**src/rtl/hds_pkg.sv**
```systemverilog
// Shared types, constants and helpers for the heat diffusion stencil core.
// No dependencies; every other file in rtl/ but hds_ram uses this package.
package hds_pkg;

	// Grid limits and field widths
	localparam int MAX_COLS    = 1024;
	localparam int MAX_ROWS    = 1024;
	localparam int COL_W       = $clog2(MAX_COLS);
	localparam int ROW_W       = $clog2(MAX_ROWS);
	localparam int DIM_W       = 11;
	localparam int TEMP_W      = 32;
	localparam int DIFF_W      = 16;
	localparam int DT_W        = 16;
	localparam int KD_W        = DIFF_W + DT_W;
	localparam int IN_W        = 48;
	localparam int OUT_W       = 56;
	localparam int CFG_IDX_W   = 2;
	localparam int CFG_DATA_W  = 16;

	// Row buffers: three temperature rows, two diffusivity rows
	localparam int TEMP_DEPTH  = 3 * MAX_COLS;
	localparam int DIFF_DEPTH  = 2 * MAX_COLS;
	localparam int TADDR_W     = COL_W + 2;
	localparam int DADDR_W     = COL_W + 1;

	// Arithmetic widths
	localparam int SUM_W       = TEMP_W + 2;
	localparam int LAP_W       = TEMP_W + 3;
	localparam int PROD_W      = LAP_W + 17;
	localparam int TOT_W       = PROD_W + 16;
	localparam int INC_W       = TOT_W - 32;
	localparam int RES_W       = INC_W + 1;

	// Register indexes
	localparam logic [CFG_IDX_W-1:0] CFG_TIME_STEP = 2'd0;
	localparam logic [CFG_IDX_W-1:0] CFG_GRID_COLS = 2'd1;
	localparam logic [CFG_IDX_W-1:0] CFG_GRID_ROWS = 2'd2;

	localparam logic [DT_W-1:0]  DT_RESET   = 16'd6554;
	localparam logic [DIM_W-1:0] DIM_RESET  = 11'd1024;

	// Number of stencil reads per cell
	localparam logic [2:0] READ_N = 3'd5;

	typedef struct packed {
		logic [COL_W-1:0] cols_m1;
		logic [ROW_W-1:0] rows_m1;
	} geom_t;

	typedef struct packed {
		logic [ROW_W-1:0] row;
		logic [1:0]       row3;
		logic [COL_W-1:0] col;
		logic             last;
	} cmd_t;

	typedef enum logic {
		F_IDLE,
		F_EMIT
	} front_state_t;

	typedef enum logic [2:0] {
		B_IDLE,
		B_READ,
		B_KD,
		B_MHI,
		B_MLO,
		B_ADD,
		B_FIN,
		B_DONE
	} back_state_t;

	function automatic logic [1:0] mod3_inc(input logic [1:0] v);
		return (v == 2'd2) ? 2'd0 : v + 2'd1;
	endfunction

	function automatic logic [1:0] mod3_dec(input logic [1:0] v);
		return (v == 2'd0) ? 2'd2 : v - 2'd1;
	endfunction

endpackage

```
**src/rtl/hds_back.sv**
```systemverilog
// Back section: reads the five-point stencil, forms the update with a shared
// multiplier, saturates and holds the result in the output register.
// Depends on hds_pkg.
module hds_back (
	input  logic                          clk,
	input  logic                          arst_n,
	input  logic                          fifo_empty,
	input  hds_pkg::cmd_t                 cmd,
	output logic                          pop,
	output logic                          back_idle,
	input  hds_pkg::geom_t                geom,
	input  logic [hds_pkg::DT_W-1:0]      dt,
	output logic                          t_re,
	output logic [hds_pkg::TADDR_W-1:0]   t_raddr,
	input  logic [hds_pkg::TEMP_W-1:0]    t_rdata,
	output logic                          d_re,
	output logic [hds_pkg::DADDR_W-1:0]   d_raddr,
	input  logic [hds_pkg::DIFF_W-1:0]    d_rdata,
	output logic                          m_tvalid,
	input  logic                          m_tready,
	output logic [hds_pkg::OUT_W-1:0]     m_tdata,
	output logic                          m_tlast
);

	hds_pkg::back_state_t state_q, state_d;
	hds_pkg::cmd_t        cmd_q;
	logic [2:0]           cnt_q;

	logic signed [hds_pkg::TEMP_W-1:0] center_q;
	logic signed [hds_pkg::SUM_W-1:0]  sum_q;
	logic signed [hds_pkg::LAP_W-1:0]  lap_q;
	logic [hds_pkg::KD_W-1:0]          kd_q;
	logic signed [hds_pkg::PROD_W-1:0] p_hi_q, p_lo_q, prod;
	logic signed [hds_pkg::INC_W-1:0]  inc_q;
	logic signed [hds_pkg::TOT_W-1:0]  total;
	logic signed [hds_pkg::RES_W-1:0]  res_wide;
	logic [hds_pkg::TEMP_W-1:0]        res_q;
	logic [15:0]                       mul_b;
	logic                              load_out;

	logic [1:0]                ym3, yp3;
	logic [hds_pkg::COL_W-1:0] xm, xp;

	// mirrored neighbor positions
	assign ym3 = (cmd_q.row == '0) ? hds_pkg::mod3_inc(cmd_q.row3)
		: hds_pkg::mod3_dec(cmd_q.row3);
	assign yp3 = (cmd_q.row == geom.rows_m1) ? hds_pkg::mod3_dec(cmd_q.row3)
		: hds_pkg::mod3_inc(cmd_q.row3);
	assign xm  = (cmd_q.col == '0) ? hds_pkg::COL_W'(1) : cmd_q.col - 1'b1;
	assign xp  = (cmd_q.col == geom.cols_m1) ? cmd_q.col - 1'b1 : cmd_q.col + 1'b1;

	// read order: center, north, south, west, east
	always_comb begin
		case (cnt_q)
			3'd1:    t_raddr = {ym3, cmd_q.col};
			3'd2:    t_raddr = {yp3, cmd_q.col};
			3'd3:    t_raddr = {cmd_q.row3, xm};
			3'd4:    t_raddr = {cmd_q.row3, xp};
			default: t_raddr = {cmd_q.row3, cmd_q.col};
		endcase
	end
	assign d_raddr = {cmd_q.row[0], cmd_q.col};

	// shared multiplier: laplacian times one half of K*dt
	assign mul_b = (state_q == hds_pkg::B_MHI) ? kd_q[31:16] : kd_q[15:0];
	assign prod  = lap_q * $signed({1'b0, mul_b});

	// rounding add: (lap*kd + 2^31) >> 32, floor
	assign total = $signed({p_hi_q, 16'b0}) + {{16{p_lo_q[hds_pkg::PROD_W-1]}}, p_lo_q}
		+ hds_pkg::TOT_W'(64'h8000_0000);
	assign res_wide = {{(hds_pkg::RES_W - hds_pkg::TEMP_W){center_q[hds_pkg::TEMP_W-1]}},
		center_q} + {inc_q[hds_pkg::INC_W-1], inc_q};

	assign load_out = (state_q == hds_pkg::B_DONE) && (!m_tvalid || m_tready);

	// next state
	always_comb begin
		state_d = state_q;
		case (state_q)
			hds_pkg::B_IDLE: if (!fifo_empty) state_d = hds_pkg::B_READ;
			hds_pkg::B_READ: if (cnt_q == hds_pkg::READ_N) state_d = hds_pkg::B_KD;
			hds_pkg::B_KD:   state_d = hds_pkg::B_MHI;
			hds_pkg::B_MHI:  state_d = hds_pkg::B_MLO;
			hds_pkg::B_MLO:  state_d = hds_pkg::B_ADD;
			hds_pkg::B_ADD:  state_d = hds_pkg::B_FIN;
			hds_pkg::B_FIN:  state_d = hds_pkg::B_DONE;
			hds_pkg::B_DONE: if (load_out) state_d = hds_pkg::B_IDLE;
			default:         state_d = hds_pkg::B_IDLE;
		endcase
	end

	// outputs
	always_comb begin
		pop       = 1'b0;
		back_idle = 1'b0;
		t_re      = 1'b0;
		d_re      = 1'b0;
		case (state_q)
			hds_pkg::B_IDLE: begin
				back_idle = 1'b1;
				pop       = !fifo_empty;
			end
			hds_pkg::B_READ: begin
				t_re = (cnt_q < hds_pkg::READ_N);
				d_re = (cnt_q == 3'd0);
			end
			default: begin
				pop = 1'b0;
			end
		endcase
	end

	// datapath registers
	always_ff @(posedge clk) begin
		case (state_q)
			hds_pkg::B_IDLE: begin
				cmd_q <= cmd;
				sum_q <= '0;
			end
			hds_pkg::B_READ: begin
				if (cnt_q == 3'd1) begin
					center_q <= t_rdata;
				end else if (cnt_q != 3'd0) begin
					sum_q <= sum_q + {{2{t_rdata[hds_pkg::TEMP_W-1]}}, t_rdata};
				end
			end
			hds_pkg::B_KD: begin
				kd_q  <= d_rdata * dt;
				lap_q <= {sum_q[hds_pkg::SUM_W-1], sum_q}
					- {center_q[hds_pkg::TEMP_W-1], center_q, 2'b00};
			end
			hds_pkg::B_MHI: p_hi_q <= prod;
			hds_pkg::B_MLO: p_lo_q <= prod;
			hds_pkg::B_ADD: inc_q  <= total[hds_pkg::TOT_W-1:32];
			hds_pkg::B_FIN: begin
				if (res_wide > $signed(hds_pkg::RES_W'(32'sh7FFF_FFFF))) begin
					res_q <= 32'h7FFF_FFFF;
				end else if (res_wide < -$signed(hds_pkg::RES_W'(64'h8000_0000))) begin
					res_q <= 32'h8000_0000;
				end else begin
					res_q <= res_wide[hds_pkg::TEMP_W-1:0];
				end
			end
			default: begin
				res_q <= res_q;
			end
		endcase
		if (load_out) begin
			m_tdata <= {4'b0, cmd_q.row, cmd_q.col, res_q};
			m_tlast <= cmd_q.last;
		end
	end

	// control state
	always_ff @(posedge clk or negedge arst_n) begin
		if (!arst_n) begin
			state_q  <= hds_pkg::B_IDLE;
			cnt_q    <= '0;
			m_tvalid <= 1'b0;
		end else begin
			state_q <= state_d;
			if (state_q == hds_pkg::B_READ) begin
				cnt_q <= cnt_q + 3'd1;
			end else begin
				cnt_q <= '0;
			end
			if (load_out) begin
				m_tvalid <= 1'b1;
			end else if (m_tready) begin
				m_tvalid <= 1'b0;
			end
		end
	end

endmodule

```
**config.mk**
```make
export PLATFORM = sky130hd
export DESIGN_NAME = hds_back
export DESIGN_NICKNAME = d
export VERILOG_FILES = /design/src/rtl/hds_pkg.sv /design/src/rtl/hds_back.sv
export SDC_FILE = /design/constraint.sdc
export NUM_CORES = 2
export LEC_CHECK = 0
export BUFFER_PORTS_ARGS = -buffer_cell sky130_fd_sc_hd__buf_2
export CORE_MARGIN = 8
export CORE_UTILIZATION = 45
export CTS_CLUSTER_DIAMETER = 150
export DETAILED_ROUTE_END_ITERATION = 10
export PLACE_DENSITY = 0.72
export SLEW_MARGIN = 10
export SYNTH_ARGS = -nofsm -noshare
export SYNTH_HDL_FRONTEND = slang
export SYNTH_SLANG_ARGS = --single-unit
```
**constraint.sdc**
```tcl
create_clock -name clk -period 12.65 [get_ports clk]
set_input_delay 1.8975 -clock clk [delete_from_list [all_inputs] [get_ports clk]]
set_output_delay 1.8975 -clock clk [all_outputs]
set_load 0.05 [all_outputs]
```
# After elaboration in Yosys (flattened, before gate mapping)
# Index checks and enable logic that the tools add are counted.
[word_totals] register_bits=388 in_bits=111 output_inout_bits=85
[op_classes] n_addsub=10 n_mul=2 order_cmp=3 eq_ne=20 muxes=23 reduce_logical=15
[ops] operator="adder 68 x 32 -> 68 bit (second input constant)" n=1
[ops] operator="adder 68 bit" n=1
[ops] operator="2-to-1 mux 34 bit" n=2
[ops] operator="one-hot mux 34 bit (2 select lines)" n=1
[ops] operator="multiplier 35 x 17 -> 52 bit" n=1
[ops] operator="one-hot mux 12 bit (4 select lines)" n=1
[ops] operator="adder 32 x 36 -> 37 bit" n=1
[ops] operator="> comparator 37 x 32 -> 1 bit (second input constant)" n=1
[ops] operator="< comparator 37 x 32 -> 1 bit (second input constant)" n=1
[ops] operator="subtractor 34 x 34 -> 35 bit" n=1
[ops] operator="adder 34 bit" n=1
[ops] operator="multiplier 16 x 16 -> 32 bit" n=1
[ops] operator="2-to-1 mux 32 bit" n=1
[ops] operator="one-hot mux 3 bit (8 select lines)" n=1
[ops] operator="== test 10 bit" n=2
[ops] operator="zero test 10 bit" n=2
[ops] operator="2-to-1 mux 10 bit" n=2
[ops] operator="== test 3 bit (second input constant)" n=6
[ops] operator="2-to-1 mux 16 bit" n=1
[ops] operator="== test 3 x 2 -> 1 bit (second input constant)" n=4
[ops] operator="2-to-1 mux 3 bit" n=4
[ops] operator="adder 10 x 1 -> 10 bit (second input constant)" n=1
[ops] operator="!= test 2 bit (second input constant)" n=5
[ops] operator="subtractor 10 x 1 -> 10 bit (second input constant)" n=1
[ops] operator="17 further kinds" n=30

# Depth between registers and ports, before layout
[logic_depth] word_depth=5 mapped_depth=30

# Least setup slack after synthesis
# OpenSTA, ideal clock, no wires.
[synth_path] kind="register -> register" from="register state_q[2]" to="register p_hi_q[48] (netlist name) (data pin)" arrival_time_ns=8.907 t_required_ns=12.387 path_slack_ns=3.479 stages_incl_launch_ff=28 n_path_buf=2 synth_period_minus_slack_ns=9.171 cell_sequence="dfrtp_1 -> nand3b_1 -> inv_1 -> buf_1 -> nand2_1 -> nand2_1 -> clkbuf_1 -> nand2_1 -> fa_1 -> fa_1 -> fa_1 -> inv_1 -> fa_1 -> fa_1 -> inv_1 -> fa_1 -> inv_1 -> ha_1 -> a21oi_1 -> o21ai_1 -> a211o_1 -> a221o_1 -> or4_1 -> o21a_1 -> a21oi_1 -> o21ai_1 -> o41a_1 -> xor2_1"
[synth_between] elab_chain_len=3
[synth_lines] element="start: declaration" line="hds_back.sv:25" text="hds_pkg::back_state_t state_q, state_d;"
[synth_lines] element="start signal: assignment" line="hds_back.sv:157" text="state_q <= hds_pkg::B_IDLE;"
[synth_lines] element="start signal: assignment" line="hds_back.sv:161" text="state_q <= state_d;"
[synth_lines] element="== test 3 x 2 -> 1 bit" line="hds_back.sv:65" text="assign mul_b = (state_q == hds_pkg::B_MHI) ? kd_q[31:16] : kd_q[15:0];"
[synth_lines] element="2-to-1 mux 16 bit" line="hds_back.sv:65"
[synth_lines] element="multiplier 35 x 17 -> 52 bit" line="hds_back.sv:66" text="assign prod = lap_q * $signed({1'b0, mul_b});"
[synth_lines] element="named net prod, one bit" line="hds_back.sv:33" text="logic signed [hds_pkg::PROD_W-1:0] p_hi_q, p_lo_q, prod;"
[synth_lines] element="end signal: assignment" line="hds_back.sv:132" text="hds_pkg::B_MHI: p_hi_q <= prod;"
[synth_lines] element="end: declaration" line="hds_back.sv:33"
# The timed path passes the listed nets, and every way through them passes these cells.
# A chain may end at the register's enable or synchronous reset.

# Worst setup path in the final report
[layout_path] from="register state_q[2]" to="register p_lo_q[48] (netlist name) (data pin)"
[layout_between] elab_chain_len=3
[layout_lines] element="== test 3 x 2 -> 1 bit" line="hds_back.sv:65"
[layout_lines] element="2-to-1 mux 16 bit" line="hds_back.sv:65"
[layout_lines] element="multiplier 35 x 17 -> 52 bit" line="hds_back.sv:66"
[layout_lines] element="named net prod, one bit" line="hds_back.sv:33"
[layout_lines] element="end signal: assignment" line="hds_back.sv:133" text="hds_pkg::B_MLO: p_lo_q <= prod;"
[layout_lines] element="end: declaration" line="hds_back.sv:33"
# The timed path passes the listed nets, and every way through them passes these cells.

==> implementation parameters <==
Parameter                              Value

STA
  Slew of the pin with the lowest slew margin ... 1180 ps
  Post-route worst setup slack ... 3810 ps
  Worst max-slew margin expressed relative to the limit ... 19.0%
  Final-report setup violation count ... 0
  Sum of negative setup slack ... 0 ps
  Final critical path time including I/O delays and setup ... 8840 ps
  Count of pins over their slew limit ... 0
  Hold Fails Final Rpt ... 0
  Setup repair after global routing missed its margin ... false
  Worst clock skew ... 25.7 ps
  Fmax ... 113 MHz
  Portion of the clock cycle consumed by the worst path in the final layout ... 69.9%

Route
  Length of the first detailed-routing pass in iterations ... 7
  Count of nets left with antenna violations after detail routing ... 0
  Remaining DRCs ... 0
  Detailed-route wire length ... 118,000 um
  Via density ... 5.37
  Wire length per cell ... 18.3 um
  Detailed-route via count ... 34,700
  Drt first-iter violations ... 2,228

Placed design
  Pre-CTS WS ... 3850 ps
  Buffers on Ports ... 191
  Gpl congestion ... 0.927
  HPWL after detailed placement ... 94,100 um

Die
  Die width ... 344 um
  Row cnt ... 120
  I/O pin count ... 196
  Core Area ... 107,000 um2
  Effective utilization at floorplan ... 45.2%
  Die Footprint ... 118,000 um2
  Die Height ... 344 um

GRT
  Most congested layer reported by global routing ... met2
  Global Route met3 Usage ... 2.86%
  Total congestion overflow ... 0
  GR met1 Demand/Resource ... 26.8%
  Met2 track demand over resource in global routing ... 34.7%
  Wire length of the first global-routing pass ... 194,000 um
  Number of global-route vias before repair ... 37,000
  Maximum number of pins on one net before global-route repair ... 68
  Initial antenna violation count ... 6
  GR Util All Layers ... 20.2%

Worst setup path
  Critical-path cell with the highest stage delay ... sky130_fd_sc_hd__buf_4
  Minimum setup slack among reg-to-reg paths ... 3810 ps
  Required time at the endpoint of the critical path ... 12,970 ps
  Most prevalent standard cell on the critical path ... sky130_fd_sc_hd__fa_1
  Type of element capturing the critical path ... register
  Sort of element at the start of the critical path ... register
  Critical Path AT ... 9160 ps
  Critical path origin ... state_q[2]$_DFFE_PN0P_
  Critical Path Fanout Max ... 55
  Setup CP Type ... register to register
  Startpoint of the most critical register-to-register path ... state_q[2]$_DFFE_PN0P_
  Largest stage delay, worst path ... 580 ps

Logic synthesis
  Fraction of the yosys area taken by sequential cells ... 23.1%
  Unique masters post-synth ... 85
  Largest area contributor in the netlist ... sky130_fd_sc_hd__fa_1
  Number of synthesized flops with an enable pin ... 365
  Top_reg_cell synth ... sky130_fd_sc_hd__edfxtp_1
  Average footprint of a synthesized cell ... 9.81 um2
  Number of standard cells after synthesis ... 4,922
  Number of storage elements in the synthesis netlist ... 372
  Cells taking the most area after synthesis ... sky130_fd_sc_hd__fa_1 (30%), sky130_fd_sc_hd__edfxtp_1 (23%), sky130_fd_sc_hd__ha_1 (11%)
  Yosys warning count ... 0
  Proportion of netlist area held by the largest area contributor ... 30.2%
  Summed instance area of the synthesized netlist ... 48,300 um2
  Share of async-settable or async-resettable flops after synthesis ... 1.88%

Clock network
  Clock tree root buffer cell ... sky130_fd_sc_hd__clkbuf_16
  Number of H-tree branching levels ... 2
  Clock Path Buffers ... 3
  Clock edge transition at the registers on the reported setup and hold paths ... 70 ps
  Clock network latency to the later pin of the worst-skew pair ... 580 ps
  CTS tree ... done
  Clock buffers created by TritonCTS ... 41
  Post-CTS Hold Fix Bufs ... 0
  Number of sinks driven by the clock tree ... 372
  Number of buffers inserted by post-CTS setup repair ... 0
  Post-cts resize count ... 0

Hold path
  Worst min-delay path category ... register to register
  Hold path startpoint ... res_q[14]$_SDFFCE_PN1P_

Cells and area
  Antenna diode count ... 0
  Syn-to-layout area delta ... 7.96%
  Area of combinational cells with multiple inputs ... 33,000 um2
  Number of nets at the end of the flow ... 6,301
  Layout cells sized above 1 ... 6.84%
  Seq. cell area ... 11,100 um2
  Filler cell count in the final layout ... 9,660

Run
  # Max-Cap Violations ... 0

Status
  Outcome ... completed
==> worst max-delay path, delay by kind of cell (launching register included) <==
| family | cells | cell delay, ps |
|---|---|---|
| buf+inv | 7 | 1540 |
| flops | 1 | 530 |
| compound gates | 8 | 1920 |
| xor+xnor | 1 | 160 |
| fa+ha+maj | 7 | 3320 |
| simple gates | 5 | 1050 |
==> flip-flops by register name, summed over array words and instances, names as in the netlist, 11 cells and up <==
| register | count |
|---|---|
| center_q | 32 |
| lap_q | 35 |
| m_tdata | 52 |
| d_raddr | 11 |
| p_hi_q | 52 |
| res_q | 32 |
| inc_q | 36 |
| cmd_q | 12 |
| p_lo_q | 36 |
| kd_q | 32 |
| sum_q | 34 |
==> metrics by stage <==
stage	instance area (um2)	utilization, %	std cells	hold WS [ps]
floorplan	48300	-	4925	400
global placement	50700	47.5	6385	401
detailed placement	50700	47.5	6385	405
CTS	52100	48.8	6461	418
global route	52100	48.8	6461	421
finish	52100	48.8	6461	412
==> synthesized netlist by cell type, types with 34 or more instances <==
library cell	number
sky130_fd_sc_hd__nor2_1	157
sky130_fd_sc_hd__nor2b_1	157
sky130_fd_sc_hd__fa_1	728
sky130_fd_sc_hd__xor2_1	83
sky130_fd_sc_hd__a21o_1	88
sky130_fd_sc_hd__o21ai_0	113
sky130_fd_sc_hd__inv_1	947
sky130_fd_sc_hd__nand2_1	660
sky130_fd_sc_hd__nand3_1	37
sky130_fd_sc_hd__a21oi_1	202
sky130_fd_sc_hd__o21a_1	39
sky130_fd_sc_hd__clkbuf_1	144
sky130_fd_sc_hd__edfxtp_1	365
sky130_fd_sc_hd__and2_1	185
sky130_fd_sc_hd__xnor2_1	133
sky130_fd_sc_hd__nand2b_1	34
sky130_fd_sc_hd__ha_1	437
==> kinds of logic after synthesis <==
| kind of cell | after synthesis | share of synthesized area [%] |
|---|---|---|
| simple gates | 1367 | 13.4 |
| fa+ha+maj | 1165 | 41.5 |
| buf+inv | 1118 | 8.85 |
| compound gates | 673 | 9.00 |
| flops | 372 | 23.1 |
| xor+xnor | 217 | 3.95 |
| mux | 9 | 0.187 |
| other cells | 1 | 0.00777 |
==> final timing paths <==
kind | end | depth (start not counted)
setup / recovery | p_lo_q[48]$_DFFE_PP_ | 28
hold / removal | m_tdata[14]$_DFFE_PP_ | 0
setup reg to reg | p_lo_q[48]$_DFFE_PP_ | 28
hold reg to reg | m_tdata[14]$_DFFE_PP_ | 0
max in group asynchronous | state_q[0]$_DFFE_PN0P_ | 1
min in group asynchronous | cnt_q[1]$_DFF_PN0_ | 1
==> layer usage <==
metal	up-vias	share of wire, %	routed length, um
met5	-	0.0059	7
met2	1208	48	56800
met3	223	6.9	8180
met1	17400	43	50300
li1	15900	-	-
met4	2	2.5	2970
==> cell type report <==
cell class              count  share of cell area, %
multi-input cells        3435                   63.3
flip-flops and latches    372                   21.4
well taps                1403                   3.37
clock inverters            31                  0.790
inverters                 948                   6.83
clock buffers              45                   2.04
repair buffers            227                   2.35
==> cell usage in the layout (no fill, tap or decap), types with 20 or more instances in the layout <==
cell / count
sky130_fd_sc_hd__inv_1: 946
sky130_fd_sc_hd__fa_1: 728
sky130_fd_sc_hd__nand2_1: 660
sky130_fd_sc_hd__ha_1: 437
sky130_fd_sc_hd__edfxtp_1: 365
sky130_fd_sc_hd__a21oi_1: 202
sky130_fd_sc_hd__buf_2: 191
sky130_fd_sc_hd__and2_1: 185
sky130_fd_sc_hd__nor2b_1: 157
sky130_fd_sc_hd__nor2_1: 155
sky130_fd_sc_hd__xnor2_1: 133
sky130_fd_sc_hd__o21ai_0: 113
sky130_fd_sc_hd__a21o_1: 88
sky130_fd_sc_hd__xor2_1: 83
sky130_fd_sc_hd__clkbuf_16: 42
sky130_fd_sc_hd__o21a_1: 39
sky130_fd_sc_hd__nand3_1: 37
sky130_fd_sc_hd__buf_4: 36
sky130_fd_sc_hd__nand2b_1: 34
sky130_fd_sc_hd__nor3_1: 30
sky130_fd_sc_hd__o21ai_1: 29
sky130_fd_sc_hd__a211oi_1: 23
sky130_fd_sc_hd__nand4_1: 23
sky130_fd_sc_hd__and3_1: 20
Power is not shown: default switching activity piles up to over one toggle a cycle in this logic, so the estimate is an artifact.
