[src/rtl/hds_pkg.sv]
// Shared types, constants and helpers for the heat diffusion stencil core.
// No dependencies; every other file in rtl/ but hds_ram uses this package.
package hds_pkg;

	// Grid limits and field widths
	localparam int MAX_COLS    = 1024;
	localparam int MAX_ROWS    = 1024;
	localparam int COL_W       = $clog2(MAX_COLS);
	localparam int ROW_W       = $clog2(MAX_ROWS);
	localparam int DIM_W       = 11;
	localparam int TEMP_W      = 32;
	localparam int DIFF_W      = 16;
	localparam int DT_W        = 16;
	localparam int KD_W        = DIFF_W + DT_W;
	localparam int IN_W        = 48;
	localparam int OUT_W       = 56;
	localparam int CFG_IDX_W   = 2;
	localparam int CFG_DATA_W  = 16;

	// Row buffers: three temperature rows, two diffusivity rows
	localparam int TEMP_DEPTH  = 3 * MAX_COLS;
	localparam int DIFF_DEPTH  = 2 * MAX_COLS;
	localparam int TADDR_W     = COL_W + 2;
	localparam int DADDR_W     = COL_W + 1;

	// Arithmetic widths
	localparam int SUM_W       = TEMP_W + 2;
	localparam int LAP_W       = TEMP_W + 3;
	localparam int PROD_W      = LAP_W + 17;
	localparam int TOT_W       = PROD_W + 16;
	localparam int INC_W       = TOT_W - 32;
	localparam int RES_W       = INC_W + 1;

	// Register indexes
	localparam logic [CFG_IDX_W-1:0] CFG_TIME_STEP = 2'd0;
	localparam logic [CFG_IDX_W-1:0] CFG_GRID_COLS = 2'd1;
	localparam logic [CFG_IDX_W-1:0] CFG_GRID_ROWS = 2'd2;

	localparam logic [DT_W-1:0]  DT_RESET   = 16'd6554;
	localparam logic [DIM_W-1:0] DIM_RESET  = 11'd1024;

	// Number of stencil reads per cell
	localparam logic [2:0] READ_N = 3'd5;

	typedef struct packed {
		logic [COL_W-1:0] cols_m1;
		logic [ROW_W-1:0] rows_m1;
	} geom_t;

	typedef struct packed {
		logic [ROW_W-1:0] row;
		logic [1:0]       row3;
		logic [COL_W-1:0] col;
		logic             last;
	} cmd_t;

	typedef enum logic {
		F_IDLE,
		F_EMIT
	} front_state_t;

	typedef enum logic [2:0] {
		B_IDLE,
		B_READ,
		B_KD,
		B_MHI,
		B_MLO,
		B_ADD,
		B_FIN,
		B_DONE
	} back_state_t;

	function automatic logic [1:0] mod3_inc(input logic [1:0] v);
		return (v == 2'd2) ? 2'd0 : v + 2'd1;
	endfunction

	function automatic logic [1:0] mod3_dec(input logic [1:0] v);
		return (v == 2'd0) ? 2'd2 : v - 2'd1;
	endfunction

endpackage

[src/rtl/hds_cmd_fifo.sv]
// Short command queue between the front and back sections.
// Depends on hds_pkg (cmd_t).
module hds_cmd_fifo (
	input  logic          clk,
	input  logic          arst_n,
	input  logic          push,
	input  hds_pkg::cmd_t push_cmd,
	input  logic          pop,
	output hds_pkg::cmd_t pop_cmd,
	output logic          empty
);

	hds_pkg::cmd_t mem_q [4];
	logic [1:0]    wptr_q;
	logic [1:0]    rptr_q;
	logic [2:0]    count_q;

	assign empty   = (count_q == 3'd0);
	assign pop_cmd = mem_q[rptr_q];

	// storage
	always_ff @(posedge clk) begin
		if (push) begin
			mem_q[wptr_q] <= push_cmd;
		end
	end

	// pointers and fill count
	always_ff @(posedge clk or negedge arst_n) begin
		if (!arst_n) begin
			wptr_q  <= '0;
			rptr_q  <= '0;
			count_q <= '0;
		end else begin
			if (push) begin
				wptr_q <= wptr_q + 2'd1;
			end
			if (pop) begin
				rptr_q <= rptr_q + 2'd1;
			end
			case ({push, pop})
				2'b10:   count_q <= count_q + 3'd1;
				2'b01:   count_q <= count_q - 3'd1;
				default: count_q <= count_q;
			endcase
		end
	end

endmodule

[config.mk]
export PLATFORM = sky130hd
export DESIGN_NAME = hds_cmd_fifo
export DESIGN_NICKNAME = d
export VERILOG_FILES = /design/src/rtl/hds_pkg.sv /design/src/rtl/hds_cmd_fifo.sv
export SDC_FILE = /design/constraint.sdc
export NUM_CORES = 1
export LEC_CHECK = 0
export BUFFER_PORTS_ARGS = -buffer_cell sky130_fd_sc_hd__buf_2
export CORE_MARGIN = 2
export CORE_UTILIZATION = 50
export CTS_CLUSTER_DIAMETER = 60
export DETAILED_ROUTE_END_ITERATION = 16
export GPL_TIMING_DRIVEN = 0
export PLACE_DENSITY_LB_ADDON = 0.1
export SYNTH_ARGS = -nofsm -noshare
export SYNTH_HDL_FRONTEND = slang
export SYNTH_SLANG_ARGS = --single-unit
[constraint.sdc]
create_clock -name clk -period 2.07 [get_ports clk]
set_input_delay 0.621 -clock clk [delete_from_list [all_inputs] [get_ports clk]]
set_output_delay 0.621 -clock clk [all_outputs]
set_load 0.005 [all_outputs]
* Word-level counts from Yosys, hierarchy flattened *
Memory sizes are Yosys's and may differ from the RTL's.
Cells that the tools add are included.

word-level totals
  flip-flop bits (word level) = 7
  bits in writable memories = 92
  bits of input ports = 27
  logic and storage cells = 15
  memories = 1

memories
  memory  depth  bits a word  read ports  clocked after memory_dff  write ports  RTL line            RTL
  mem_q   4      23           1           0                         1            hds_cmd_fifo.sv:13  hds_pkg::cmd_t mem_q [4];

operators by class
  add/sub/neg operators = 4
  equality and inequality tests = 2
  mux-type cells = 3
  reductions and logical operators = 2

operator list
  cell                 number
  $pmux 3 s2           1
  $add 2x1->2 const B  2
  $add 3x1->3 const B  1
  $logic_not 3->1      1
  $sub 3x1->3 const B  1
  $eq 2x1->1 const B   1
  $eq 2x2->1 const B   1
  $mux 1               2
  $reduce_bool 2->1    1

* Depth between registers and ports, before layout *
Gate-level depths: netlist (run 1).

  depth after elaboration = 2
  mapped depth = 7
  mapped depth without buffers = 7

* Worst setup path after synthesis (run 1) *
Ideal clock, no wire load.

  path kind = flip-flop to output port
  start point = reg rptr_q[0]
  end point = out pop_cmd[10] in the netlist's numbering
  data arrival time = 1.101 ns
  data required time = 1.449 ns
  setup slack = 0.348 ns
  cell stages (with the launch flop) = 4
  path through = dfrtp_1 > buf_6 > buf_12 > mux4_2

RTL lines
  element                 RTL line            RTL
  start, declared         hds_cmd_fifo.sv:15  logic [1:0] rptr_q;
  start signal, assigned  hds_cmd_fifo.sv:39  rptr_q <= rptr_q + 2'd1;
  end, declared           hds_cmd_fifo.sv:9   output hds_pkg::cmd_t pop_cmd,

==> results of run 1 <==
-- layout make-up --
cell class | instances | area (um2)
fillers | 560 | 2884
clock buffers | 9 | 123.9
repair buffers | 53 | 309.0
flip-flops and latches | 99 | 2938
well taps | 99 | 123.9
plain buffers | 6 | 71.32
inverters | 6 | 22.52
clock inverters | 6 | 65.06
multi-input cells | 46 | 715.7
-- worst paths after layout --
check	slack, ns	end	from
max in group asynchronous	1.81	rptr_q[1]$_DFFE_PN0P_	arst_n
worst max-delay path	-0.21	pop_cmd[8]	rptr_q[0]$_DFFE_PN0P_
worst min register to register	0.50	count_q[2]$_DFFE_PN0P_	count_q[2]$_DFFE_PN0P_
min in group clk	0.49	mem_q[3][16]$_DFFE_PP_	push_cmd[16]
worst max register to register	0.15	mem_q[3][12]$_DFFE_PP_	wptr_q[0]$_DFFE_PN0P_
worst min-delay path	0.09	wptr_q[0]$_DFFE_PN0P_	arst_n
-- placed cells by master, fill, tap and decap left out --
cell	Yosys	routed
edfxtp_1	92	92
buf_2	3	51
mux4_2	18	22
clkbuf_8	0	9
dfrtp_1	7	7
inv_1	6	6
ha_1	5	5
xor2_1	4	4
buf_12	2	3
and2_2	0	3
nand2_1	3	3
buf_6	1	2
buf_4	0	2
o21ai_0	2	2
xnor2_1	2	2
clkinv_2	0	2
inv_6	0	2
mux4_1	5	1
and2_1	4	1
nor3_1	1	1
nor2_1	1	1
fa_1	1	1
bufinv_16	0	1
clkinvlp_4	0	1
buf_16	0	1
-- metrics by stage --
step           total power, W  hold WS, ns  TNS (ns)
3_5_place_dp         0.004527       0.4665    -11.32
3_3_place_gp         0.004457       0.4571    -9.166
2_1_floorplan        0.003892       0.3254         0
4_1_cts              0.005872      0.08396    -4.390
6_report             0.005782      0.09284    -3.704
5_1_grt              0.006102      0.07184    -5.228
-- synthesized netlist by cell type --
cell type	instances
fa_1	1
nor2_1	1
and2_1	4
mux4_1	5
xnor2_1	2
buf_6	1
mux4_2	18
nor3_1	1
o21ai_0	2
inv_1	6
dfrtp_1	7
nand2_1	3
buf_12	2
edfxtp_1	92
xor2_1	4
ha_1	5
buf_2	3
-- worst reg2reg max path, cell delays in order (launching register included) --
cell,delay [ns]
dfrtp_1,0.43
ha_1,0.16
and2_1,0.93
-- power by group through the flow --
stage          sequential [W]  combinational, W  clock [W]
6_report              0.00276           0.00184    0.00118
5_1_grt               0.00279           0.00202    0.00130
4_1_cts               0.00277           0.00190    0.00121
3_5_place_dp          0.00281           0.00172          0
3_3_place_gp          0.00277           0.00168          0
2_1_floorplan         0.00276           0.00114          0
-- logic make-up after synthesis --
group	Yosys count	synth area share
xor gates and xnor gates	6	0.01400
AOI/OAI and AO/OA	2	0.002667
and+or+nand+nor	9	0.01200
adders and majority gates	6	0.02200
DFF	99	0.7827
buffers and inverters	12	0.02367
muxes	23	0.1430
-- flip-flops by register name, summed over array words and instances, names as in the netlist --
| register | flops |
|---|---|
| count_q | 3 |
| mem_q | 92 |
| rptr_q | 2 |
| wptr_q | 2 |
-- what timing repair did --
action,CTS,global route
gates cloned,1,0
gates resized for setup,9,2
buffers inserted,2,0
pin swaps,0,0
endpoints found under the setup margin,46,69
-- routing by layer --
metal	track usage	up-vias	part of all wire
met2	0.2767	44	0.55
li1	-	760	-
met4	0.04231	0	0.0050
met3	0.05259	2	0.044
met5	0	-	0
met1	0.1928	871	0.40
==> impl_results.md, run 1 <==
* Status: finished with violations
* Failing checks: setup timing
* Remaining Overflow, GRT at 0
* 1st-iter DRT viols at 72
* Via count at between 1500 and 2000
* Clock Skew at 0.008000 ns
* Worst endpoint data arrival time at ~1.7 ns
* Finished Cell Area at around 4400 um2
* DP Cell Count at ~300
* Setup Viol. Count Final at 23
* #FFs+latches synth at just under 100
* Skew-Pair Late Insertion Delay at 0.34 ns
* Unrepaired setup endpoints after global routing: yes
* Placed instance area at about 4100 um2
* Antenna cells at 0
* Mean Syn Cell Area at 23.91 um2
* Worst setup EP type: primary output
* Bufs on Longest Clock Path at 2
* Synth top area share at 0.7360
* Post-CTS Hold Buffers at 0
* Core box area at 7253 um2
* Warnings, synthesis at 0
* HP Class: in2async
* Crit-path cells: buf_6 -> buf_12 -> buf_16 -> mux4_2 -> buf_2
* Detailed Route WL at 6023 um
* Initial core utilization at 0.5175
* Root buf cell: clkbuf_8
* Netlist Area Pre-Place at 3754 um2
* Register area share after synthesis at 0.7827
* Clock transition at path regs at 0.09 ns
* Synth top area cells: edfxtp_1 74%, mux4_2 11%, dfrtp_1 4.7%
* Internal power at ~0.0042 W
* Switching Fraction at 0.2754
* Fraction of layout cells with a size suffix above 1 at 0.4400
* Crit path depth at 5
* Routability cong. at 0.6400
* Syn Nets at 190
* Post-Layout Cell Count at 324
* Io pins at 51
* Post-synth top area cell: edfxtp_1
* # port buffers at 50
* Synth unique cells at 17
* Final ANT Viol Nets at 0
* First-pass GRT wire length at 9611 um
* Hpwl dp at 3714 um
* Die Ht at 90.65 um
* Max_cap viols at 0
* Cell depth of the worst flop-to-flop path at 2
* Total track usage at 0.1594
* Final net count at 254
* Vias in the first global route at 1835
* Sw power at 0.001593 W
* Share of power burned in the clock network at 0.205
* CTS Sinks at approximately 100
* Slew Limit Fails at 0
* CP required at approximately 1.5 ns
* Slowest stage cell on the critical path: mux4_2
* CP Class: reg2out
* Launching element type of the critical path: register
* WL per Instance at 18.59 um
* DRT Pass-1 Iters at 4
* Initial antenna violation count at 0
* Seq pwr share at 0.477
* CP bufs+invs at 4
* Mapped Cells at approximately 160
* DIE AREA at 8217 um2
* Final Worst Setup Slack at -0.2103 ns
* Pre-CTS WS at -0.1390 ns
* F_max at approximately 0.44 GHz
* Via density per instance at 5.176
* Tmin final at 2.280 ns
* Comb power frac at 0.319
* Pin count of the biggest net entering global routing at 24
* PwrDens at 1323 nW/um2
* Residual DRC at 0
* Crit path largest cell delay at 0.48 ns
* Leakage Power at around 1.6 nW
* Rel. slew slack at 0.1843
* Num CTS Buffers at 9
* CP max FO at 5
* Final hold violation count at 0
* Row count at 31
* Die width at 90.65 um
* H-tree levels at 3
* CP delay by family, top: buffers and inverters
* Fin crit share at 1.102
* TritonCTS clock tree: done
* P&R area growth vs syn at 16.40%
* Worst slew pin tran at 1.224 ns
* Core Util, Final at 0.6024
* Peak VDD IR at 0.6257 mV
No activity file was read; power rests on OpenSTA's default activity.
==> inputs of run 2 (changes only) <==
==> constraint.sdc (replaced) <==
create_clock -name clk -period 2.7 [get_ports clk]
set_input_delay 0.81 -clock clk [delete_from_list [all_inputs] [get_ports clk]]
set_output_delay 0.81 -clock clk [all_outputs]
set_load 0.005 [all_outputs]
==> impl_results.md, run 2 (synthesized netlist as in run 1, its figures left out) <==
* Slowest stage cell on the critical path: mux4_2
* Switching Fraction at 0.2761 (+0.0006206)
* Via density per instance at 5.202 (+0.51%)
* Core Util, Final at 0.5951 (-0.007246)
* Launching element type of the critical path: register
* Crit path largest cell delay at 0.52 ns (+0.04 ns)
* Fin crit share at 0.9149
* Clock transition at path regs at 0.09 ns (about the same)
* Pin count of the biggest net entering global routing at 24 (unchanged)
* Most common cell after layout, fill and taps aside: edfxtp_1
* Final setup TNS at 0 ns (+3.704 ns)
* Total track usage at 0.1577 (-0.001723)
* Top Usage Layer GRT: met2
* Worst slew pin tran at 1.241 ns (+0.01793 ns)
* Internal power at 0.003115 W (-26%)
* Initial antenna violation count at 0 (unchanged)
* Reg2reg setup slack at 0.68 ns (+0.53 ns)
* DIE AREA at 8217 um2 (unchanged)
* Setup Viol. Count Final at 0 (-100%)
* Register Area at 2938 um2 (unchanged)
* Hold WS at 0.2841 ns (+0.1912 ns)
* CP max FO at 10 (+5)
* Io pins at 51 (unchanged)
* CP Class: reg2out
* Post-CTS Hold Buffers at 0 (unchanged)
* Cell depth of the worst flop-to-flop path at 3 (+1)
* Multi-input gate area at 726.9 um2 (+1.6%)
* Skew-Pair Late Insertion Delay at 0.34 ns (about the same)
* HP Class: in2async
* CP delay by family, top: multiplexers
* Status: finished, final reports clean
* Most flops, register: mem_q
* GR Util met1 at 0.1830 (-0.009829)
* Root buf cell: clkbuf_8
* H-tree levels at 3 (unchanged)
* Total power at 0.004303 W (-26%)
* First-pass GRT wire length at 9487 um (-1.3%)
* Post-cts resize count at 0 (-9)
* Core box area at 7253 um2 (unchanged)
* Comb power frac at 0.298 (-0.021)
* Met2 GRT Util at 0.2799 (+0.003109)
* Final net count at 251 (-1.2%)
* Post-CTS Setup Bufs at 0 (-2)
* Critical R2R Capture: mem_q[2][13]$_DFFE_PP_
* PwrDens at 996.9 nW/um2 (-25%)
* Remaining Overflow, GRT at 0 (unchanged)
* Final hold violation count at 0 (unchanged)
* CP required at 1.89 ns (+0.44 ns)
* DRT Pass-1 Iters at 4 (unchanged)
* Via count at 1670 (-0.42%)
* Rel. slew slack at 0.1724 (-0.01196)
* Share of power burned in the clock network at 0.210 (+0.005)
* Num CTS Buffers at 9 (unchanged)
* Antenna cells at 0 (unchanged)
* 1st-iter DRT viols at 74 (+2.8%)
* Fillers at 559 (-0.18%)
* Clock Skew at 0.007352 ns (-0.0006485 ns)
* WL per Instance at 18.55 um (-0.19%)
* Max_cap viols at 0 (unchanged)
* CTS Sinks at 99 (unchanged)
* Crit-path cells: buf_6 -> buf_12 -> mux4_2 -> buf_2
* Peak VDD IR at 0.6023 mV (-3.7%)
* Initial core utilization at 0.5175 (unchanged)
* Tmin final at 2.470 ns
* Leakage Power at 1.544 nW (-1.0%)
* Commonest cells after routing, fill and taps aside: 92 x edfxtp_1, 53 x buf_2, 18 x mux4_2
* Met3 Track Usage GR at 0.05342 (+0.0008347)
* Row count at 31 (unchanged)
* Max reg flops at 92 (unchanged)
* Routability cong. at 0.6400 (unchanged)
* Vias in the first global route at 1833 (-0.11%)
* Sw power at 0.001188 W (-25%)
* Residual DRC at 0 (unchanged)
* Worst endpoint data arrival time at 1.66 ns (about the same)
* Die width at 90.65 um (unchanged)
* Bufs on Longest Clock Path at 2 (unchanged)
* # port buffers at 50 (unchanged)
* Critical R2R Launch: wptr_q[0]$_DFFE_PN0P_
* P&R area growth vs syn at 15.00%
* TritonCTS clock tree: done
* Seq pwr share at 0.492 (+0.015)
* Die Ht at 90.65 um (unchanged)
* Fraction of layout cells with a size suffix above 1 at 0.4009 (-0.03910)
* Detailed Route WL at 5956 um (-1.1%)
* Regs by FF count: mem_q: 92 flops, count_q: 3 flops
* Worst setup EP type: primary output
* Hpwl dp at 3714 um (unchanged)
* CP bufs+invs at 3 (-1)
* Slew Limit Fails at 0 (unchanged)
* Final ANT Viol Nets at 0 (unchanged)
* Unrepaired setup endpoints after global routing: no
* F_max at 0.4048 GHz
## run 2: cell types whose count changed in the layout (fill, tap and decap cells not counted), sizes merged
cell	before	now
buf	59	56
## run 2: cell type report
cell class                 instances  area share
buffer                             6     0.01536
clock buffer                       9     0.02870
clock inverter                     6     0.01507
inverter                           6    0.005217
multi-input combinational         46      0.1684
sequential                        99      0.6806
tap                               99     0.02870
timing repair buffer              50     0.05797
## run 2: worst reg2reg max path: cells and delay by family (launching register included)
family | cells | cell delay, ns
buffers and inverters | 1 | 0.10
adder cells (fa/ha/maj) | 1 | 0.14
AND/OR/NAND/NOR | 1 | 0.93
flip-flops | 1 | 0.44
## run 2: how the worst max path moves through the flow
stage	start	depth (start not counted)	to
after detailed placement	push	2	mem_q[2][5]$_DFFE_PP_
final	rptr_q[0]$_DFFE_PN0P_	4	pop_cmd[13]
after floorplan	rptr_q[0]$_DFFE_PN0P_	3	pop_cmd[10]
after global placement	push	2	mem_q[0][5]$_DFFE_PP_
after global routing	rptr_q[1]$_DFFE_PN0P_	4	pop_cmd[19]
after CTS	rptr_q[0]$_DFFE_PN0P_	4	pop_cmd[13]
## run 2: power groups by stage
stage | clock, W | combinational [W] | sequential (W)
after floorplan | 0 | 0.000871 | 0.00211
after global placement | 0 | 0.00129 | 0.00213
after detailed placement | 0 | 0.00132 | 0.00215
after CTS | 0.000927 | 0.00133 | 0.00212
after global routing | 0.000995 | 0.00141 | 0.00214
final | 0.000903 | 0.00128 | 0.00212
## run 2: through the flow
step                      worst slack (ns)  cells  cell area [um2]
after floorplan                     0.7894    157             3754
final                               0.2299    321             4317
after CTS                           0.1905    321             4317
after detailed placement            0.3020    306             4128
after global routing                0.1338    321             4317
after global placement              0.3365    306             4128
## run 2: metal layers
layer	up-vias	part of all wire
met1	867	0.38
met2	43	0.56
li1	758	-
met3	2	0.046
met4	0	0.0044
met5	-	0
==> inputs of run 3 (changes only) <==
--- a/config.mk
+++ b/config.mk
@@ -5,6 +5,7 @@
 export SDC_FILE = /design/constraint.sdc
 export NUM_CORES = 1
 export LEC_CHECK = 0
+export ABC_AREA = 1
 export BUFFER_PORTS_ARGS = -buffer_cell sky130_fd_sc_hd__buf_2
 export CORE_MARGIN = 2
 export CORE_UTILIZATION = 50
==> impl_results.md, run 3 <==
* Final hold violation count at 0 (unchanged)
* Initial antenna violation count at 0 (unchanged)
* Most used flip-flop cell after synthesis: edfxtp_1
* Warnings, synthesis at 0 (unchanged)
* Most common cell in the netlist: edfxtp_1
* H-tree levels at 3 (unchanged)
* Final net count at 408 (+63%)
* Peak VDD IR at 0.5417 mV (-10%)
* Initial core utilization at 0.5099 (-0.007614)
* P&R area growth vs syn at 13.61%
* CP max FO at 10 (unchanged)
* Hpwl dp at 4864 um (+31%)
* First-pass GRT wire length at 12250 um (+29%)
* Synth top area cells: edfxtp_1 67%, nand2_1 7.3%, o211ai_1 6.5%
* Io pins at 51 (unchanged)
* WL per Instance at 16.25 um (-12%)
* Leakage Power at 1.972 nW (+28%)
* Most used cell, CP: nand2_1
* Antenna cells at 0 (unchanged)
* Critical path launch point: rptr_q[0]$_DFFE_PN0P_
* Slew Limit Fails at 0 (unchanged)
* Hold WS at 0.2758 ns (-0.008223 ns)
* Final ANT Viol Nets at 0 (unchanged)
* Reg2reg setup slack at 0.83 ns (+0.15 ns)
* Pin count of the biggest net entering global routing at 24 (unchanged)
* #FFs+latches synth at 99 (unchanged)
* Rel. slew slack at 0.2861 (+0.1137)
* Post-synth top cells: 92 x edfxtp_1, 80 x nand2_1, 59 x inv_1, 36 x o211ai_1, 10 x o211ai_2
* CP Class: reg2out
* Total track usage at 0.1923 (+0.03463)
* Netlist Area Pre-Place at 4126 um2 (+9.9%)
* Synth top area share at 0.6695 (-0.06650)
* Slowest stage cell on the critical path: dfrtp_1
* Register area share after synthesis at 0.7119 (-0.07072)
* Status: finished, final reports clean
* Row count at 33 (+6.5%)
* Critical R2R Launch: wptr_q[1]$_DFFE_PN0P_
* Residual DRC at 0 (unchanged)
* Fillers at 700 (+25%)
* Worst slew pin tran at 1.070 ns (-0.1717 ns)
* Skew-Pair Late Insertion Delay at 0.35 ns (about the same)
* DRT Pass-1 Iters at 4 (unchanged)
* Max_cap viols at 0 (unchanged)
* Cell depth of the worst flop-to-flop path at 4 (+1)
* 1st-iter DRT viols at 105 (+42%)
* CP required at 1.89 ns (about the same)
* CP delay by family, top: buffers and inverters
* Root buf cell: clkbuf_8
* Commonest cells after routing, fill and taps aside: 92 x edfxtp_1, 80 x nand2_1, 59 x inv_1
* Remaining Overflow, GRT at 0 (unchanged)
* Crit-path cells: buf_6 -> buf_4 -> nand2_1 -> o211ai_2 -> nand2_1 -> buf_2
* Worst setup EP type: primary output
* HP Class: in2async
* CP bufs+invs at 3 (unchanged)
* Via count at 2448 (+47%)
* Syn Nets at 348 (+83%)
* Post-CTS Hold Buffers at 0 (unchanged)
* Clock transition at path regs at 0.09 ns (about the same)
* Setup Viol. Count Final at 0 (unchanged)
* F_max at 0.4287 GHz (+5.9%)
* Final setup TNS at 0 ns (unchanged)
* Bufs on Longest Clock Path at 2 (unchanged)
* Num CTS Buffers at 9 (unchanged)
* Tmin final at 2.333 ns (-0.1374 ns)
* Fin crit share at 0.8640 (-0.05090)
* Most common cell after layout, fill and taps aside: edfxtp_1
* Launching element type of the critical path: register
* Regs by FF count: mem_q: 92 flops, count_q: 3 flops
* Detailed Route WL at 7879 um (+32%)
* # port buffers at 49 (-2.0%)
* Max reg flops at 92 (unchanged)
* Core box area at 8093 um2 (+12%)
* Via density per instance at 5.047 (-3.0%)
* DIE AREA at 8996 um2 (+9.5%)
* Unrepaired setup endpoints after global routing: no
* PwrDens at 1029 nW/um2 (+3.2%)
* Most flops, register: mem_q
* Routability cong. at 0.7166 (+12%)
* Fraction of layout cells with a size suffix above 1 at 0.2289 (-0.1720)
* Post-CTS Setup Bufs at 0 (unchanged)
* Number of synthesized flops with an enable pin at 92 (unchanged)
* Worst endpoint data arrival time at 1.52 ns (-0.14 ns)
* Post-synth top area cell: edfxtp_1
* Critical R2R Capture: mem_q[1][2]$_DFFE_PP_
* Crit path depth at 6 (+2)
* Die width at 94.85 um (+4.6%)
* TritonCTS clock tree: done
* Mapped Cells at 315 (+100%)
* Synth unique cells at 20 (+3)
* Vias in the first global route at 2421 (+32%)
* Clock Skew at 0.005818 ns (-0.001534 ns)
* Total power at 0.004824 W (+12%)
* Die Ht at 94.85 um (+4.6%)
* Ys async rst share at 0.07071 (unchanged)
* Crit path largest cell delay at 0.42 ns (-0.10 ns)
* CTS Sinks at 99 (unchanged)
* Post-cts resize count at 0 (unchanged)
* Mean Syn Cell Area at 13.10 um2 (-45%)
==> run 3: changes by cell type after synthesis, moves of 5 or more <==
cell / before / now
mux4_2: 18 / 0
o211ai_2: 0 / 10
nand2_1: 3 / 80
o211ai_1: 0 / 36
inv_1: 6 / 59
mux4_1: 5 / 0
==> run 3: cell families after synthesis <==
kind of cell | after synthesis | share of synthesized area
AND/OR/NAND/NOR | 83 | 0.07671
flip-flops | 99 | 0.7119
XOR/XNOR | 4 | 0.008492
adder cells (fa/ha/maj) | 6 | 0.02001
buffers and inverters | 75 | 0.08459
AO/OA/AOI/OAI | 48 | 0.09824
==> run 3: final cells by class <==
type	count	area (um2)	share of cell area
flip-flops and latches	99	2938	0.6266
clock inverters	5	53.80	0.01148
repair buffers	49	245.2	0.05231
inverters	60	225.2	0.04804
well taps	105	131.4	0.02802
multi-input cells	141	839.6	0.1791
clock buffers	11	131.4	0.02802
plain buffers	15	123.9	0.02642
==> run 3: where the power goes <==
| group | switching, W | internal (W) | total (W) |
|---|---|---|---|
| clock | 0.000481 | 0.000425 | 0.000906 |
| sequential | 0.000117 | 0.00203 | 0.00214 |
| combinational | 0.00108 | 0.000691 | 0.00178 |
| total | 0.00168 | 0.00314 | 0.00482 |
==> run 3: worst max-delay path by stage <==
| stage | slack (ns) | to |
|---|---|---|
| floorplan | 0.76 | count_q[2]$_DFFE_PN0P_ |
| global placement | 0.40 | mem_q[3][9]$_DFFE_PP_ |
| detailed placement | 0.43 | mem_q[3][9]$_DFFE_PP_ |
| CTS | 0.34 | pop_cmd[13] |
| global route | 0.23 | pop_cmd[7] |
| finish | 0.37 | pop_cmd[7] |
==> run 3: stage by stage <==
| stage | setup slack, ns | instances | area [um2] | utilization |
|---|---|---|---|---|
| floorplan | 0.7633 | 315 | 4126 | - |
| global placement | 0.3977 | 469 | 4503 | 0.5564 |
| detailed placement | 0.4273 | 469 | 4503 | 0.5564 |
| CTS | 0.3446 | 485 | 4688 | 0.5793 |
| global route | 0.2251 | 485 | 4688 | 0.5793 |
| finish | 0.3673 | 485 | 4688 | 0.5793 |
==> run 3: metal layers <==
layer	vias to the layer above	global-route usage	routed length, um
li1	1190	-	-
met1	1201	0.2458	3494
met2	51	0.3203	3983
met3	6	0.04469	321
met4	0	0.07367	79
met5	-	0	0
